--- src/sv/atsc_pkg.sv ---
`timescale 1ns / 1ps
// ----------------------------------------------------------------------------
// atsc_pkg
// Shared types and constants of the acknowledged transport session control.
// ----------------------------------------------------------------------------
package atsc_pkg;

  localparam int NUM_CHANNELS = 4;
  localparam int NUM_TX       = 2;
  localparam int NUM_SESSIONS = 2;

  // channel index width inside the block
  localparam int CH_W = (NUM_CHANNELS > 1) ? $clog2(NUM_CHANNELS) : 1;

  localparam logic [7:0] PCI_CONNECT    = 8'h70;
  localparam logic [7:0] PCI_DISCONNECT = 8'h72;
  localparam logic [7:0] PCI_ACK        = 8'h74;

  // configuration register indexes
  localparam logic [1:0] REG_ACK_TIMEOUT = 2'd0;
  localparam logic [1:0] REG_RETRY_DELAY = 2'd1;
  localparam logic [1:0] REG_MAX_TRIALS  = 2'd2;
  localparam logic [1:0] REG_DISC_ALLOW  = 2'd3;

  typedef enum logic [3:0] {
    F_TICK     = 4'd0,
    F_SEND     = 4'd1,
    F_CONNECT  = 4'd2,
    F_DISCONN  = 4'd3,
    F_SES_SEND = 4'd4,
    F_PCI      = 4'd5,
    F_MSG_RX   = 4'd6,
    F_LINK_CON = 4'd7,
    F_START    = 4'd8,
    F_STOP     = 4'd9
  } func_t;

  typedef enum logic [3:0] {
    K_SEND     = 4'd0,
    K_SEND_CS  = 4'd1,
    K_SEND_DS  = 4'd2,
    K_SEND_ACK = 4'd3,
    K_T_CON    = 4'd4,
    K_CONN_CON = 4'd5,
    K_DISC_CON = 4'd6,
    K_S_CON    = 4'd7,
    K_CONN_IND = 4'd8,
    K_DISC_IND = 4'd9,
    K_S_IND    = 4'd10,
    K_T_IND    = 4'd11
  } kind_t;

  typedef enum logic [2:0] {
    M_NONE      = 3'd0,
    M_IDLE      = 3'd1,
    M_WAITACK   = 3'd2,
    M_EMIT      = 3'd3,
    M_RECV      = 3'd4,
    M_WAITRETRY = 3'd5
  } mode_t;

  typedef enum logic [2:0] {
    S_NONE          = 3'd0,
    S_CLOSED        = 3'd1,
    S_OPEN          = 3'd2,
    S_TRANS         = 3'd3,
    S_CONNECTING    = 3'd4,
    S_DISCONNECTING = 3'd5
  } sess_t;

  // classified request handed from front to back
  typedef struct packed {
    func_t           func;
    logic [CH_W-1:0] ch;
    logic [7:0]      pci;
    logic            link_ok;
  } cmd_t;

  // configuration seen by the back end
  typedef struct packed {
    logic [15:0] ack_timeout;
    logic [15:0] retry_delay;
    logic [7:0]  max_trials;
    logic        disc_allowed;
  } cfg_t;

endpackage

--- src/sv/atsc_front.sv ---
`timescale 1ns / 1ps
// ----------------------------------------------------------------------------
// atsc_front
// Request intake: unpacks the stream word, drops requests with an unknown
// function or an out-of-range channel, and forwards the rest to the queue.
// ----------------------------------------------------------------------------
module atsc_front import atsc_pkg::*; (
  input  logic        s_tvalid,
  output logic        s_tready,
  input  logic [15:0] s_tdata,   // channel[2:0], first_byte[10:3], link_ok[11]
  input  logic [3:0]  s_tuser,   // func[3:0]
  output logic        q_push,
  input  logic        q_ready,
  output cmd_t        q_cmd
);

  logic [2:0] ch_in;
  logic       func_known;
  logic       ch_known;
  logic       no_channel;

  assign ch_in = s_tdata[2:0];

  // classification
  assign func_known = (s_tuser <= F_STOP);
  assign no_channel = (s_tuser == F_TICK) || (s_tuser == F_START) || (s_tuser == F_STOP);
  assign ch_known   = ({1'b0, ch_in} < 4'(NUM_CHANNELS));

  assign s_tready = q_ready;
  assign q_push   = s_tvalid && q_ready && func_known && (no_channel || ch_known);

  always_comb begin
    q_cmd         = '0;
    q_cmd.func    = func_t'(s_tuser);
    q_cmd.ch      = ch_in[CH_W-1:0];
    q_cmd.pci     = s_tdata[10:3];
    q_cmd.link_ok = s_tdata[11];
  end

endmodule

--- src/sv/atsc_cmd_q.sv ---
`timescale 1ns / 1ps
// ----------------------------------------------------------------------------
// atsc_cmd_q
// Two-entry request queue between the intake and the execution engine.
// ----------------------------------------------------------------------------
module atsc_cmd_q import atsc_pkg::*; (
  input  logic clk,
  input  logic rst,
  input  logic push,
  output logic push_ready,
  input  cmd_t push_cmd,
  output logic pop_valid,
  input  logic pop,
  output cmd_t pop_cmd
);

  cmd_t       mem [2];
  logic       wptr;
  logic       rptr;
  logic [1:0] count;
  logic       do_push;
  logic       do_pop;

  assign push_ready = (count != 2'd2);
  assign pop_valid  = (count != 2'd0);
  assign pop_cmd    = mem[rptr];
  assign do_push    = push && push_ready;
  assign do_pop     = pop && pop_valid;

  // storage
  always_ff @(posedge clk) begin
    if (do_push) begin
      mem[wptr] <= push_cmd;
    end
  end

  // pointers and fill level
  always_ff @(posedge clk) begin
    if (rst) begin
      wptr  <= 1'b0;
      rptr  <= 1'b0;
      count <= 2'd0;
    end else begin
      if (do_push) begin
        wptr <= ~wptr;
      end
      if (do_pop) begin
        rptr <= ~rptr;
      end
      case ({do_push, do_pop})
        2'b10:   count <= count + 2'd1;
        2'b01:   count <= count - 2'd1;
        default: count <= count;
      endcase
    end
  end

endmodule

--- src/sv/atsc_back.sv ---
`timescale 1ns / 1ps
// ----------------------------------------------------------------------------
// atsc_back
// Execution engine: holds channel and session state, runs one request at a
// time, walks the transmit channels on a tick and emits results in order.
// ----------------------------------------------------------------------------
module atsc_back import atsc_pkg::*; (
  input  logic       clk,
  input  logic       rst,
  input  cfg_t       cfg,
  input  logic       q_valid,
  output logic       q_pop,
  input  cmd_t       q_cmd,
  output logic       m_tvalid,
  input  logic       m_tready,
  output logic [7:0] m_tdata,    // out_channel[2:0], success[3], zero[7:4]
  output logic [3:0] m_tuser,    // kind[3:0]
  output logic       m_tlast
);

  typedef enum logic [2:0] {
    ST_IDLE,
    ST_EXEC,
    ST_TRETRY,
    ST_TACK,
    ST_DONE
  } state_t;

  typedef struct packed {
    logic       v;
    kind_t      kind;
    logic [2:0] ch;
    logic       ok;
  } res_t;

  typedef struct packed {
    logic  v;
    kind_t kind;
    sess_t st;
  } sconf_t;

  state_t          state;
  cmd_t            cmd;
  logic [CH_W-1:0] walk;
  logic            active;

  mode_t       mode  [NUM_CHANNELS];
  logic [15:0] ackc  [NUM_CHANNELS];
  logic [15:0] retc  [NUM_CHANNELS];
  logic [7:0]  trial [NUM_CHANNELS];
  logic [7:0]  spci  [NUM_CHANNELS];
  sess_t       sess  [NUM_CHANNELS];

  res_t hold;
  res_t res;
  logic out_free;
  logic compute;
  logic go;
  logic layer_cmd;

  logic [2:0] out_ch_q;
  logic       hold_ok_q;
  kind_t      out_kind_q;
  logic       out_last_q;

  logic [CH_W-1:0] sel;
  logic            sel_tx;
  logic            sel_ses;
  mode_t           n_mode;
  logic [15:0]     n_ack;
  logic [15:0]     n_ret;
  logic [7:0]      n_trial;
  logic [7:0]      n_pci;
  sess_t           n_sess;
  sconf_t          sc;

  // kind of a data frame send, from the session phase
  function automatic kind_t send_kind(sess_t s, logic ses, logic dis);
    kind_t k;
    k = K_SEND;
    if (ses && s == S_CONNECTING) begin
      k = K_SEND_CS;
    end else if (ses && s == S_DISCONNECTING && dis) begin
      k = K_SEND_DS;
    end
    return k;
  endfunction

  // upper-layer confirm and session transition
  function automatic sconf_t sconf(sess_t s, logic ses, logic ok, logic dis);
    sconf_t r;
    r.v    = 1'b0;
    r.kind = K_T_CON;
    r.st   = s;
    if (!ses) begin
      r.v = 1'b1;
    end else if (s == S_CONNECTING) begin
      r.v    = 1'b1;
      r.kind = K_CONN_CON;
      r.st   = ok ? S_OPEN : S_CLOSED;
    end else if (s == S_DISCONNECTING && dis) begin
      r.v    = 1'b1;
      r.kind = K_DISC_CON;
      r.st   = ok ? S_CLOSED : S_OPEN;
    end else if (s == S_TRANS) begin
      r.v    = 1'b1;
      r.kind = K_S_CON;
      r.st   = ok ? S_OPEN : S_CLOSED;
    end
    return r;
  endfunction

  assign sel     = (state == ST_EXEC) ? cmd.ch : walk;
  assign sel_tx  = ({1'b0, sel} < (CH_W+1)'(NUM_TX));
  assign sel_ses = ({1'b0, sel} < (CH_W+1)'(NUM_SESSIONS));

  // result and next state of the selected channel
  always_comb begin
    res     = '0;
    res.ch  = 3'(sel);
    n_mode  = mode[sel];
    n_ack   = ackc[sel];
    n_ret   = retc[sel];
    n_trial = trial[sel];
    n_pci   = spci[sel];
    n_sess  = sess[sel];
    sc      = sconf(sess[sel], sel_ses, 1'b0, cfg.disc_allowed);
    case (state)
      ST_TRETRY: begin
        if (retc[sel] != 16'd0) begin
          n_ret = retc[sel] - 16'd1;
          if (retc[sel] == 16'd1) begin
            n_trial  = trial[sel] + 8'd1;
            n_mode   = M_EMIT;
            res.v    = 1'b1;
            res.kind = send_kind(sess[sel], sel_ses, cfg.disc_allowed);
          end
        end
      end
      ST_TACK: begin
        if (ackc[sel] != 16'd0) begin
          n_ack = ackc[sel] - 16'd1;
          if (ackc[sel] == 16'd1) begin
            if (trial[sel] < cfg.max_trials) begin
              n_ret  = cfg.retry_delay;
              n_mode = M_WAITRETRY;
            end else begin
              res.v    = sc.v;
              res.kind = sc.kind;
              n_sess   = sc.st;
              n_mode   = M_IDLE;
            end
          end
        end
      end
      ST_EXEC: begin
        case (cmd.func)
          F_SEND: begin
            if (sel_tx && active) begin
              n_ack = '0; n_ret = '0; n_trial = '0;
              n_mode   = M_EMIT;
              res.v    = 1'b1;
              res.kind = send_kind(sess[sel], sel_ses, cfg.disc_allowed);
            end
          end
          F_CONNECT: begin
            if (sel_ses && sel_tx && active) begin
              n_ack = '0; n_ret = '0; n_trial = '0;
              n_sess   = S_CONNECTING;
              n_mode   = M_EMIT;
              res.v    = 1'b1;
              res.kind = K_SEND_CS;
            end
          end
          F_DISCONN: begin
            if (sel_ses && (sess[sel] == S_CONNECTING || sess[sel] == S_TRANS ||
                            sess[sel] == S_OPEN)) begin
              n_ack = '0; n_ret = '0; n_trial = '0;
              n_mode = M_IDLE;
              if (cfg.disc_allowed) begin
                n_sess = S_DISCONNECTING;
                if (sel_tx && active) begin
                  n_mode   = M_EMIT;
                  res.v    = 1'b1;
                  res.kind = K_SEND_DS;
                end
              end
            end
          end
          F_SES_SEND: begin
            if (sel_ses) begin
              if (sess[sel] == S_OPEN || sess[sel] == S_TRANS) begin
                n_sess = S_TRANS;
                if (sel_tx && active) begin
                  n_ack = '0; n_ret = '0; n_trial = '0;
                  n_mode   = M_EMIT;
                  res.v    = 1'b1;
                  res.kind = K_SEND;
                end
              end else begin
                res.v    = 1'b1;
                res.kind = K_T_CON;
              end
            end
          end
          F_PCI: begin
            if (active) begin
              n_pci = cmd.pci;
              if (cmd.pci == PCI_ACK) begin
                if (sel_tx && mode[sel] == M_WAITACK) begin
                  sc       = sconf(sess[sel], sel_ses, 1'b1, cfg.disc_allowed);
                  n_ack    = '0;
                  n_mode   = M_IDLE;
                  res.v    = sc.v;
                  res.kind = sc.kind;
                  res.ok   = 1'b1;
                  n_sess   = sc.st;
                end else if (sel_tx && mode[sel] == M_EMIT) begin
                  if (trial[sel] < cfg.max_trials) begin
                    n_ret = cfg.retry_delay;
                  end else begin
                    n_ret    = '0;
                    res.v    = sc.v;
                    res.kind = sc.kind;
                    n_sess   = sc.st;
                  end
                end
              end else if (cmd.pci == PCI_CONNECT || cmd.pci == PCI_DISCONNECT) begin
                if (!sel_tx) begin
                  n_mode   = M_RECV;
                  res.v    = 1'b1;
                  res.kind = K_SEND_ACK;
                end
              end
            end
          end
          F_MSG_RX: begin
            if (active && !sel_tx && (!sel_ses || sess[sel] == S_OPEN)) begin
              n_pci    = cmd.pci;
              n_mode   = M_RECV;
              res.v    = 1'b1;
              res.kind = K_SEND_ACK;
            end
          end
          F_LINK_CON: begin
            if (active && mode[sel] == M_EMIT) begin
              if (cmd.link_ok) begin
                n_ack  = cfg.ack_timeout;
                n_mode = M_WAITACK;
              end else if (trial[sel] < cfg.max_trials) begin
                n_ret = cfg.retry_delay;
              end else begin
                n_ret    = '0;
                res.v    = sc.v;
                res.kind = sc.kind;
                n_sess   = sc.st;
              end
            end else if (active && mode[sel] == M_RECV) begin
              n_mode = M_IDLE;
              if (cmd.link_ok) begin
                if (!sel_ses) begin
                  res.v    = 1'b1;
                  res.kind = K_T_IND;
                end else begin
                  n_pci = '0;
                  if (sess[sel] == S_CLOSED) begin
                    if (spci[sel] == PCI_CONNECT) begin
                      n_sess   = S_OPEN;
                      res.v    = 1'b1;
                      res.kind = K_CONN_IND;
                    end else if (spci[sel] == PCI_DISCONNECT) begin
                      res.v    = 1'b1;
                      res.kind = K_DISC_IND;
                    end
                  end else if (sess[sel] == S_OPEN) begin
                    res.v = 1'b1;
                    if (spci[sel] == PCI_DISCONNECT) begin
                      n_sess   = S_CLOSED;
                      res.kind = K_DISC_IND;
                    end else if (spci[sel] == PCI_CONNECT) begin
                      res.kind = K_CONN_IND;
                    end else begin
                      res.kind = K_S_IND;
                    end
                  end
                end
              end
            end
          end
          default: begin
            res.v = 1'b0;
          end
        endcase
      end
      default: begin
        res.v = 1'b0;
      end
    endcase
  end

  // stall when a held result must move out and the output is still full
  assign out_free  = !m_tvalid || m_tready;
  assign compute   = (state == ST_EXEC) || (state == ST_TRETRY) || (state == ST_TACK);
  assign go        = compute ? !(res.v && hold.v && !out_free)
                             : (state != ST_DONE) || !hold.v || out_free;
  assign q_pop     = (state == ST_IDLE) && q_valid;
  assign layer_cmd = (state == ST_EXEC) && (cmd.func == F_START || cmd.func == F_STOP);

  assign m_tdata = {4'b0000, hold_ok_q, out_ch_q};
  assign m_tuser = out_kind_q;
  assign m_tlast = out_last_q;

  // sequencer, state store and output register
  always_ff @(posedge clk) begin
    if (rst) begin
      state    <= ST_IDLE;
      active   <= 1'b0;
      hold.v   <= 1'b0;
      m_tvalid <= 1'b0;
      walk     <= '0;
      for (int i = 0; i < NUM_CHANNELS; i++) begin
        mode[i]  <= M_NONE;
        ackc[i]  <= '0;
        retc[i]  <= '0;
        trial[i] <= '0;
        spci[i]  <= '0;
        sess[i]  <= S_NONE;
      end
    end else begin
      // move the held result to the output
      if (go && hold.v && ((compute && res.v) || state == ST_DONE)) begin
        m_tvalid   <= 1'b1;
        out_kind_q <= hold.kind;
        out_ch_q   <= hold.ch;
        hold_ok_q  <= hold.ok;
        out_last_q <= (state == ST_DONE);
      end else if (m_tvalid && m_tready) begin
        m_tvalid <= 1'b0;
      end
      if (go && compute) begin
        if (res.v) begin
          hold <= res;
        end
        if (!layer_cmd) begin
          mode[sel]  <= n_mode;
          ackc[sel]  <= n_ack;
          retc[sel]  <= n_ret;
          trial[sel] <= n_trial;
          spci[sel]  <= n_pci;
          sess[sel]  <= n_sess;
        end
      end
      case (state)
        ST_IDLE: begin
          if (q_valid) begin
            cmd  <= q_cmd;
            walk <= '0;
            state <= (q_cmd.func == F_TICK) ? ST_TRETRY : ST_EXEC;
          end
        end
        ST_EXEC: begin
          if (go) begin
            state <= ST_DONE;
            if (layer_cmd) begin
              active <= (cmd.func == F_START);
              for (int i = 0; i < NUM_CHANNELS; i++) begin
                mode[i]  <= (cmd.func == F_START) ? M_IDLE : M_NONE;
                ackc[i]  <= '0;
                retc[i]  <= '0;
                trial[i] <= '0;
                if (cmd.func == F_START) begin
                  spci[i] <= '0;
                end
                if (i < NUM_SESSIONS) begin
                  sess[i] <= (cmd.func == F_START) ? S_CLOSED : S_NONE;
                end
              end
            end
          end
        end
        ST_TRETRY: begin
          if (go) begin
            state <= ST_TACK;
          end
        end
        ST_TACK: begin
          if (go) begin
            if (walk == CH_W'(NUM_TX - 1)) begin
              state <= ST_DONE;
            end else begin
              walk  <= walk + 1'b1;
              state <= ST_TRETRY;
            end
          end
        end
        ST_DONE: begin
          if (go) begin
            hold.v <= 1'b0;
            state  <= ST_IDLE;
          end
        end
        default: begin
          state <= ST_IDLE;
        end
      endcase
    end
  end

  // nothing is held back between requests
  a_idle_no_hold: assert property (@(posedge clk) disable iff (rst)
    (state == ST_IDLE) |-> !hold.v) else $error("result held while idle");

  // the tick walk stays on transmit channels
  a_walk_tx: assert property (@(posedge clk) disable iff (rst)
    (state == ST_TRETRY || state == ST_TACK) |-> (walk < CH_W'(NUM_TX)))
    else $error("tick walk left the transmit channels");

  // a stopped layer has no running timers on channel 0
  a_stopped_quiet: assert property (@(posedge clk) disable iff (rst)
    !active |-> (ackc[0] == 16'd0 && retc[0] == 16'd0))
    else $error("timer running while layer stopped");

  // a request is only taken when the engine is free
  a_pop_idle: assert property (@(posedge clk) disable iff (rst)
    q_pop |=> (state == ST_EXEC || state == ST_TRETRY))
    else $error("request taken without starting work");

endmodule

--- src/sv/acked_transport_session_ctl.sv ---
`timescale 1ns / 1ps
// ----------------------------------------------------------------------------
// acked_transport_session_ctl
// Per-channel acknowledged transport with sessions: top level.
// ----------------------------------------------------------------------------
// Requests enter on the s_ side into a two-entry queue and are run one at a
// time by the execution engine. A request that is not a tick goes through
// three engine steps (take, execute, close); a tick is taken, then the engine
// visits each transmit channel twice, once for the retry timer and once
// for the ack timer, and closes. At most one result leaves per cycle, and the
// final result of a request carries tlast; a stalled output holds the engine
// while the queue keeps taking requests until it is full. Configuration
// writes take effect at the next clock edge.
module acked_transport_session_ctl import atsc_pkg::*; (
  input  logic        clk,
  input  logic        rst,
  input  logic        cfg_we,
  input  logic [1:0]  cfg_index,
  input  logic [15:0] cfg_wdata,
  input  logic        s_tvalid,
  output logic        s_tready,
  input  logic [15:0] s_tdata,   // channel[2:0], first_byte[10:3], link_ok[11]
  input  logic [3:0]  s_tuser,   // func[3:0]
  output logic        m_tvalid,
  input  logic        m_tready,
  output logic [7:0]  m_tdata,   // out_channel[2:0], success[3]
  output logic [3:0]  m_tuser,   // kind[3:0]
  output logic        m_tlast
);

  cfg_t cfg;
  logic f_push;
  logic f_ready;
  cmd_t f_cmd;
  logic q_valid;
  logic q_pop;
  cmd_t q_cmd;

  // configuration registers
  always_ff @(posedge clk) begin
    if (rst) begin
      cfg.ack_timeout  <= 16'd10;
      cfg.retry_delay  <= 16'd5;
      cfg.max_trials   <= 8'd3;
      cfg.disc_allowed <= 1'b1;
    end else if (cfg_we) begin
      case (cfg_index)
        REG_ACK_TIMEOUT: cfg.ack_timeout  <= cfg_wdata;
        REG_RETRY_DELAY: cfg.retry_delay  <= cfg_wdata;
        REG_MAX_TRIALS:  cfg.max_trials   <= cfg_wdata[7:0];
        REG_DISC_ALLOW:  cfg.disc_allowed <= cfg_wdata[0];
        default:         cfg.disc_allowed <= cfg.disc_allowed;
      endcase
    end
  end

  atsc_front u_front (
    .s_tvalid (s_tvalid),
    .s_tready (s_tready),
    .s_tdata  (s_tdata),
    .s_tuser  (s_tuser),
    .q_push   (f_push),
    .q_ready  (f_ready),
    .q_cmd    (f_cmd)
  );

  atsc_cmd_q u_q (
    .clk        (clk),
    .rst        (rst),
    .push       (f_push),
    .push_ready (f_ready),
    .push_cmd   (f_cmd),
    .pop_valid  (q_valid),
    .pop        (q_pop),
    .pop_cmd    (q_cmd)
  );

  atsc_back u_back (
    .clk      (clk),
    .rst      (rst),
    .cfg      (cfg),
    .q_valid  (q_valid),
    .q_pop    (q_pop),
    .q_cmd    (q_cmd),
    .m_tvalid (m_tvalid),
    .m_tready (m_tready),
    .m_tdata  (m_tdata),
    .m_tuser  (m_tuser),
    .m_tlast  (m_tlast)
  );

endmodule

--- config.mk ---
export PLATFORM = sky130hd
export DESIGN_NAME = acked_transport_session_ctl
export DESIGN_NICKNAME = d
export VERILOG_FILES = /design/src/sv/atsc_pkg.sv /design/src/sv/atsc_front.sv /design/src/sv/atsc_cmd_q.sv /design/src/sv/atsc_back.sv /design/src/sv/acked_transport_session_ctl.sv
export SDC_FILE = /design/constraint.sdc
export NUM_CORES = 1
export LEC_CHECK = 0
export ABC_AREA = 1
export BUFFER_PORTS_ARGS = -buffer_cell sky130_fd_sc_hd__buf_4
export CORE_MARGIN = 2
export CORE_UTILIZATION = 40
export CTS_CLUSTER_SIZE = 28
export DETAILED_ROUTE_END_ITERATION = 10
export PLACE_DENSITY = 0.59
export REMOVE_ABC_BUFFERS = 1
export SLEW_MARGIN = 20
export SYNTH_ARGS = -nofsm -noshare
export SYNTH_HDL_FRONTEND = slang
export SYNTH_SLANG_ARGS = --single-unit
--- constraint.sdc ---
create_clock -name clk -period 4.4 [get_ports clk]
set_input_delay 0.66 -clock clk [delete_from_list [all_inputs] [get_ports clk]]
set_output_delay 0.66 -clock clk [all_outputs]
set_load 0.03 [all_outputs]
==> results.json, run 1 <==
{
  "status": "finished, final reports clean",
  "layout.cell_area.non_filler_sq_um": 20600,
  "totalWireLength_mm": 52.9,
  "ys.flop_type": "sky130_fd_sc_hd__edfxtp_1",
  "path_max_fanout": 10,
  "synth_top_cells_by_area": "sky130_fd_sc_hd__edfxtp_1 (48%), sky130_fd_sc_hd__nand2_1 (9.1%), sky130_fd_sc_hd__nor2_1 (8.5%)",
  "grt_first_pass_wirelength_mm": 79.1,
  "power_density_nw_per_um2": 716,
  "area.sequential_sq_um": 9370,
  "antennaDiodeCount": 0,
  "clock_transition_time_at_the_flip_flop_clock_pins_of_the_worst_setup_and_hold_paths_ns": 0.06,
  "clk_buf_depth": 3,
  "end_kind": "register",
  "clock_power_share_pct": 22.0,
  "yosysTopAreaCell": "sky130_fd_sc_hd__edfxtp_1",
  "detailroute.via_count": 14400,
  "fp.coreArea_sq_um": 43000,
  "post_route_cells_drive_above_1_share_pct": 15.7,
  "dr.first_iter.drc_count": 1328,
  "setup_total_negative_slack_ns": 0,
  "post_dp_cell_area_sq_um": 18900,
  "tritoncts": "yes",
  "nFillCells": 4145,
  "rsz0062_at_grt": "true",
  "synth_area_sq_um": 17400,
  "finalWorstPathRequiredPeriod_ns": 4.11,
  "synthAdderAreaFrac_pct": 1.01,
  "cp.required_ns": 4.67,
  "hold_viol": 0,
  "number_of_global_route_vias_before_repair": 14000,
  "timing.clock.skew_ns": 0.0358,
  "p_int_mw": 8.21,
  "vdd_ir_drop_max_mv": 0.396,
  "fin_util_pct": 47.8,
  "port_buffers": 48,
  "synth.ff_latch_count": 330,
  "cp_data_arrival_time_ns": 4.38,
  "syn-instance-count": 2000,
  "synthMuxAreaShare_pct": 0.970,
  "netlist-cell-type-count": 59,
  "post-synth-top-area-fraction_pct": 47.6,
  "multi_input_comb_area_sq_um": 6850,
  "nNetsFinal": 2182,
  "post_synthesis_compound_gate_area_fraction_pct": 11.3,
  "globalRouteOverflowTotal": 0,
  "drt-pass1-iter-count": 6,
  "initial_core_util_pct": 40.5,
  "ys.warnings.count": 0,
  "cellLeakagePower_nw": 8.39,
  "die_h_um": 213,
  "clock-sinks": 330,
  "gp_routability_congestion": 0.907,
  "clk_root_buffer_cell": "sky130_fd_sc_hd__clkbuf_16",
  "hp-class": "in -> reg",
  "comb_power_share_pct": 50.0,
  "grt_antenna_before_repair": 1,
  "die_outline_area_sq_um": 45200,
  "postSynthAreaPerCell_sq_um": 8.71,
  "remaining_max_slew_budget_at_the_tightest_pin_pct": 34.2,
  "chipWidth_um": 213,
  "p_sw_mw": 6.50,
  "synth_xor_area_share_pct": 0.402,
  "critPathKind": "reg -> reg",
  "period_share_pct": 93.3,
  "pin_count": 58,
  "yosysSeqAreaShare_pct": 53.8,
  "timing_limited_maximum_frequency_mhz": 244,
  "clk_latency_ns": 0.57,
  "p_sw_share_pct": 44.2,
  "grtUsageTotal_pct": 23.2,
  "route.detailed.vias_per_inst": 5.27,
  "slew_violations": 0,
  "cap_violations": 0,
  "h-tree-depth": 2,
  "seq_power_share_pct": 28.0,
  "setup_viol": 0,
  "p_r_area_growth_vs_syn_pct": 18.0,
  "remaining_antenna_violation_count": 0,
  "drc": 0,
  "worst_slew_pin_slew_ns": 0.985,
  "wl_per_cell_um": 19.3,
  "cp-start-kind": "register",
  "number_of_enable_flip_flop_cells_after_synthesis": 276,
  "finalPower_mw": 14.7,
  "synth_top_family_by_area": "simple AND/OR/NAND/NOR gates",
  "core.rowCount": 76,
  "cts_hold_repair.buffers": 0,
  "cts_inserted_buffers": 39,
  "placed_wire_length_estimate_after_detailed_placement_mm": 36.1,
  "synth_simple_gate_area_share_pct": 24.6,
  "asyncSetResetFlopFracSynth_pct": 0,
  "pin_count_of_the_biggest_net_entering_global_routing": 46
}
==> worst max-delay path: stages (launching register included) <==
cell and delay [ns]:
sky130_fd_sc_hd__dfxtp_1 0.35, sky130_fd_sc_hd__nor2_4 0.20, sky130_fd_sc_hd__nand2_4 0.11, sky130_fd_sc_hd__nand2_2 0.09, sky130_fd_sc_hd__nand2_2 0.11, sky130_fd_sc_hd__nand2_4 0.15, sky130_fd_sc_hd__buf_6 0.18, sky130_fd_sc_hd__inv_2 0.15
sky130_fd_sc_hd__buf_4 0.23, sky130_fd_sc_hd__a22oi_1 0.22, sky130_fd_sc_hd__nand2_2 0.13, sky130_fd_sc_hd__inv_1 0.09, sky130_fd_sc_hd__ha_1 0.16, sky130_fd_sc_hd__nand2_1 0.12, sky130_fd_sc_hd__nor2_4 0.16, sky130_fd_sc_hd__nor2_2 0.09
sky130_fd_sc_hd__nand3_1 0.08, sky130_fd_sc_hd__nor2_1 0.06, sky130_fd_sc_hd__nor2_2 0.15, sky130_fd_sc_hd__nand3_2 0.10, sky130_fd_sc_hd__nand2_2 0.11, sky130_fd_sc_hd__nand4_1 0.24, sky130_fd_sc_hd__buf_4 0.29, sky130_fd_sc_hd__nand2_1 0.07
sky130_fd_sc_hd__buf_4 0.17
==> sequential cells by signal (all words and copies together), names as in the netlist, 8 cells and up, named ones only <==
name          count
u_back.sess      12
u_q.mem          30
u_back.spci      32
u_back.mode      12
u_back.ackc      64
u_back.retc      64
cfg              41
u_back.trial     32
u_back.cmd       15
u_back.hold       8
==> path summary, 6_finish.rpt <==
check	start	end	slack, ns	cells after the start
min reg2reg	u_back.hold[5]$_DFFE_PP_	u_back.m_tuser[1]$_DFFE_PP_	0.42	0
max	u_back.state[1]$_SDFFE_PP0P_	u_back.spci[0][6]$_SDFFCE_PN0P_	0.29	24
min	s_tdata[4]	u_q.mem[0][2]$_DFFE_PP_	0.28	1
max reg2reg	u_back.state[1]$_SDFFE_PP0P_	u_back.spci[0][6]$_SDFFCE_PN0P_	0.29	24
==> metal layers <==
| metal | up-vias | part of all wire (%) | track usage [%] |
|---|---|---|---|
| li1 | 6989 | - | - |
| met1 | 6903 | 44 | 30.3 |
| met2 | 456 | 47 | 38.7 |
| met3 | 94 | 6.5 | 4.42 |
| met4 | 2 | 2.9 | 7.76 |
| met5 | - | 0.025 | 0 |
==> synth_stat cells, types with 3 or more instances <==
library cell / number
sky130_fd_sc_hd__inv_1: 199
sky130_fd_sc_hd__nor2_4: 7
sky130_fd_sc_hd__dfxtp_1: 54
sky130_fd_sc_hd__a21oi_1: 95
sky130_fd_sc_hd__inv_2: 16
sky130_fd_sc_hd__buf_2: 23
sky130_fd_sc_hd__o22a_1: 6
sky130_fd_sc_hd__xor2_1: 6
sky130_fd_sc_hd__o221ai_1: 22
sky130_fd_sc_hd__a21oi_2: 3
sky130_fd_sc_hd__nor2_2: 12
sky130_fd_sc_hd__nand4_1: 25
sky130_fd_sc_hd__o21a_1: 3
sky130_fd_sc_hd__a22oi_1: 29
sky130_fd_sc_hd__nand4_2: 5
sky130_fd_sc_hd__nand2_1: 423
sky130_fd_sc_hd__o31ai_1: 5
sky130_fd_sc_hd__nand2_4: 6
sky130_fd_sc_hd__nor2_1: 392
sky130_fd_sc_hd__nand3_1: 82
sky130_fd_sc_hd__mux2_2: 15
sky130_fd_sc_hd__clkbuf_1: 24
sky130_fd_sc_hd__o21ai_1: 4
sky130_fd_sc_hd__ha_1: 14
sky130_fd_sc_hd__o211ai_1: 16
sky130_fd_sc_hd__a211oi_1: 3
sky130_fd_sc_hd__o21ai_0: 100
sky130_fd_sc_hd__buf_6: 20
sky130_fd_sc_hd__nor3_1: 24
sky130_fd_sc_hd__o22ai_1: 7
sky130_fd_sc_hd__buf_4: 18
sky130_fd_sc_hd__nand2_2: 17
sky130_fd_sc_hd__a31oi_1: 10
sky130_fd_sc_hd__nand3_2: 6
sky130_fd_sc_hd__edfxtp_1: 276
==> cell families (layout without fill, tap and decap cells) <==
kind of cell / count (synthesis) / in the layout
compound gates: 320 / 320
flops: 330 / 330
mux: 15 / 15
buf+inv: 302 / 452
xor+xnor: 8 / 8
fa+ha+maj: 14 / 14
simple gates: 1010 / 1010
other cells: 1 / 5
==> per-stage QoR <==
stage	instances	worst slack [ns]	hold slack, ns
2_1_floorplan	1919	-2.10	0.400
3_3_place_gp	2654	0.103	0.403
3_5_place_dp	2654	-0.000803	0.410
4_1_cts	2724	0.0173	0.249
5_1_grt	2739	-0.0268	0.252
6_report	2739	0.295	0.279
==> cells in the final DEF (no fill, tap or decap), drive strengths merged, types with 2 or more instances in the layout <==
master  instances
a32oi           2
nand3b          2
buf           160
conb            5
a31oi          10
mux2           15
a22oi          31
a221oi          2
ha             14
clkbuf         56
and3            2
o22a            6
o221ai         22
o21ai         105
nor4            2
clkinv         15
nand4          30
a21oi          98
bufinv          4
xnor2           2
nor2          411
a211oi          4
nand3          88
o21bai          2
o22ai           7
o21a            3
o31ai           5
o211ai         16
nand2         446
edfxtp        276
inv           216
xor2            6
nor3           27
dfxtp          54
==> power groups by stage <==
| stage | clock [mW] | sequential (mW) | combinational (mW) |
|---|---|---|---|
| floorplan | 0 | 4.13 | 4.46 |
| global placement | 0 | 4.16 | 6.95 |
| detailed placement | 0 | 4.18 | 7.03 |
| CTS | 3.29 | 4.11 | 7.06 |
| global route | 3.41 | 4.16 | 8.12 |
| finish | 3.23 | 4.12 | 7.36 |
==> layout make-up <==
class,instances,share of cell area [%]
timing repair buffer,165,7.37
sequential,330,45.6
clock inverter,19,1.02
multi-input combinational,1372,33.3
tap,585,3.56
inverter,217,3.96
clock buffer,51,5.17
==> timing repair <==
| action | in CTS | in global routing |
|---|---|---|
| buffers inserted | 0 | 10 |
| gates cloned | 0 | 5 |
| pin swaps | 0 | 4 |
| resized for setup | 1 | 38 |
| setup endpoints to repair | 4 | 417 |
Power figures use the tool's default switching activity.
==> run 2: changes to the inputs <==
--- a/config.mk
+++ b/config.mk
@@ -7,6 +7,7 @@
 export LEC_CHECK = 0
 export ABC_AREA = 1
 export BUFFER_PORTS_ARGS = -buffer_cell sky130_fd_sc_hd__buf_4
+export CORE_ASPECT_RATIO = 1.5
 export CORE_MARGIN = 2
 export CORE_UTILIZATION = 40
 export CTS_CLUSTER_SIZE = 28
==> results.json, run 2 (same netlist as run 1, synthesis figures left out) <==
{
  "globalRouteOverflowTotal": 0,
  "cp.required_ns": 4.72,
  "period_share_pct": 95.0,
  "critPathSlowestCell": "sky130_fd_sc_hd__dfxtp_1",
  "p_r_area_growth_vs_syn_pct": 14.6,
  "fin_util_pct": 46.5,
  "worstSetupStartpoint": "u_back.state[2]$_SDFFE_PP0P_",
  "slew_violations": 0,
  "nFillCells": 4177,
  "post_dp_cell_area_sq_um": 18900,
  "drt-pass1-iter-count": 5,
  "fp.coreArea_sq_um": 42900,
  "dp_worst_setup_slack_ns": 0.0471,
  "critical_path.n_buffers_inverters": 7,
  "pin_count_of_the_biggest_net_entering_global_routing": 52,
  "power_density_nw_per_um2": 696,
  "layout.cell_area.non_filler_sq_um": 19900,
  "path_max_fanout": 15,
  "die_outline_area_sq_um": 45300,
  "worst_slew_pin_slew_ns": 0.832,
  "cp_data_arrival_time_ns": 4.50,
  "clock_transition_time_at_the_flip_flop_clock_pins_of_the_worst_setup_and_hold_paths_ns": 0.06,
  "cp_slowest_stage_delay_ns": 0.35,
  "number_of_global_route_vias_before_repair": 13900,
  "timing_limited_maximum_frequency_mhz": 239,
  "antennaDiodeCount": 0,
  "remaining_max_slew_budget_at_the_tightest_pin_pct": 44.4,
  "min_delay_worst_endpoint": "u_q.mem[1][1]$_DFFE_PP_",
  "initial_core_util_pct": 40.6,
  "status": "finished, final reports clean",
  "critPathKind": "reg -> reg",
  "reg_top3": "u_back.ackc (64), u_back.retc (64), cfg (41)",
  "grt_first_pass_wirelength_mm": 79.2,
  "end_kind": "register",
  "crit_top_cell": "sky130_fd_sc_hd__buf_4",
  "port_buffers": 48,
  "r2r_cells": 25,
  "grt_antenna_before_repair": 0,
  "vdd_ir_drop_max_mv": 0.452,
  "die_h_um": 260,
  "finalWorstPathRequiredPeriod_ns": 4.18,
  "cts_hold_repair.buffers": 0,
  "cp-start-kind": "register",
  "timing.rr.start": "u_back.state[2]$_SDFFE_PP0P_",
  "path_delay_family": "simple AND/OR/NAND/NOR gates",
  "ff2ff_setup_slack_ns": 0.22,
  "hold_depth": 1,
  "hold_path.startpoint": "s_tdata[3]",
  "placed_wire_length_estimate_after_detailed_placement_mm": 37.6,
  "h-tree-depth": 1,
  "tritoncts": "yes",
  "dr.first_iter.drc_count": 1125,
  "most-common-layout-cells": "sky130_fd_sc_hd__nand2_1 (418), sky130_fd_sc_hd__nor2_1 (390), sky130_fd_sc_hd__edfxtp_1 (276)",
  "post_route_cells_drive_above_1_share_pct": 14.2,
  "remaining_antenna_violation_count": 0,
  "wl_per_cell_um": 19.1,
  "detailroute.via_count": 14200,
  "core.rowCount": 93,
  "holdWs_ns": 0.263,
  "route.detailed.vias_per_inst": 5.25,
  "dp.cells": 2636,
  "clock-sinks": 330,
  "clk_root_buffer_cell": "sky130_fd_sc_hd__clkbuf_16",
  "reg2reg_end": "u_back.mode[1][1]$_SDFFCE_PN0P_",
  "timing.clock.skew_ns": 0.0117,
  "clk_buf_depth": 3,
  "hold_viol": 0,
  "cap_violations": 0,
  "cts_inserted_buffers": 31,
  "hp-class": "in -> reg",
  "gp_routability_congestion": 0.961,
  "pin_count": 58,
  "setup_slack_ns": 0.218,
  "clk_latency_ns": 0.58,
  "grtUsageTotal_pct": 22.6,
  "chipWidth_um": 174,
  "layout.cells.most_common": "sky130_fd_sc_hd__nand2_1",
  "count_of_placed_standard_cells_in_the_final_layout_fillers_left_out": 2697,
  "totalWireLength_mm": 51.6,
  "drc": 0,
  "cellLeakagePower_nw": 8.08,
  "nNetsFinal": 2160,
  "setup_viol": 0
}
==> run 2: cell count changes in the layout (fill, tap and decap cells not counted), sizes merged <==
cell      change
bufinv        -2
clkinvlp      +3
clkbuf       -15
buf           -9
clkinv        -6
inv           +2
==> run 2: power by group <==
group | switching [mW] | leakage (nW) | internal [mW]
clock | 1.18 | 0.466 | 1.45
sequential | 0.181 | 3.24 | 3.93
combinational | 4.94 | 4.38 | 2.21
total | 6.30 | 8.08 | 7.60
==> run 2: metrics by stage <==
stage / setup TNS, ns / power, mW
after floorplan: -420.99 / 8.59
after global routing: -0.0513 / 14.8
after detailed placement: 0 / 11.2
after CTS: 0 / 13.8
final: 0 / 13.9
after global placement: 0 / 11.1
==> run 2: how the worst max path moves through the flow <==
stage / to / slack (ns) / depth (start not counted)
2_1_floorplan: u_back.ackc[0][0]$_SDFFCE_PN0P_ / -2.10 / 19
3_3_place_gp: u_back.mode[1][0]$_DFFE_PP_ / 0.11 / 23
3_5_place_dp: u_back.mode[1][0]$_DFFE_PP_ / 0.05 / 23
4_1_cts: u_back.mode[1][0]$_DFFE_PP_ / 0.03 / 23
5_1_grt: u_back.sess[0][0]$_DFFE_PP_ / -0.02 / 25
6_report: u_back.mode[1][1]$_SDFFCE_PN0P_ / 0.22 / 25
==> run 2: timing repair <==
item	CTS	global route
endpoints found under the setup margin	0	355
setup buffers	0	4
resized for setup	0	15
==> run 2: cell type report <==
type	instances	area (sq um)	share of cell area, %
clock buffer	41	833	4.18
clock inverter	16	146	0.734
inverter	217	815	4.08
multi-input combinational	1372	6770	33.9
sequential	330	9370	47.0
tap	570	713	3.58
timing repair buffer	151	1300	6.53
==> run 2: layer usage <==
layer / track usage (%) / vias to the layer above / wire (um)
met3: 2.14 / 118 / 1930
met2: 43.4 / 353 / 27600
met4: 8.52 / 0 / 1800
li1: - / 6914 / -
met5: 0 / - / 0
met1: 25.8 / 6773 / 20300
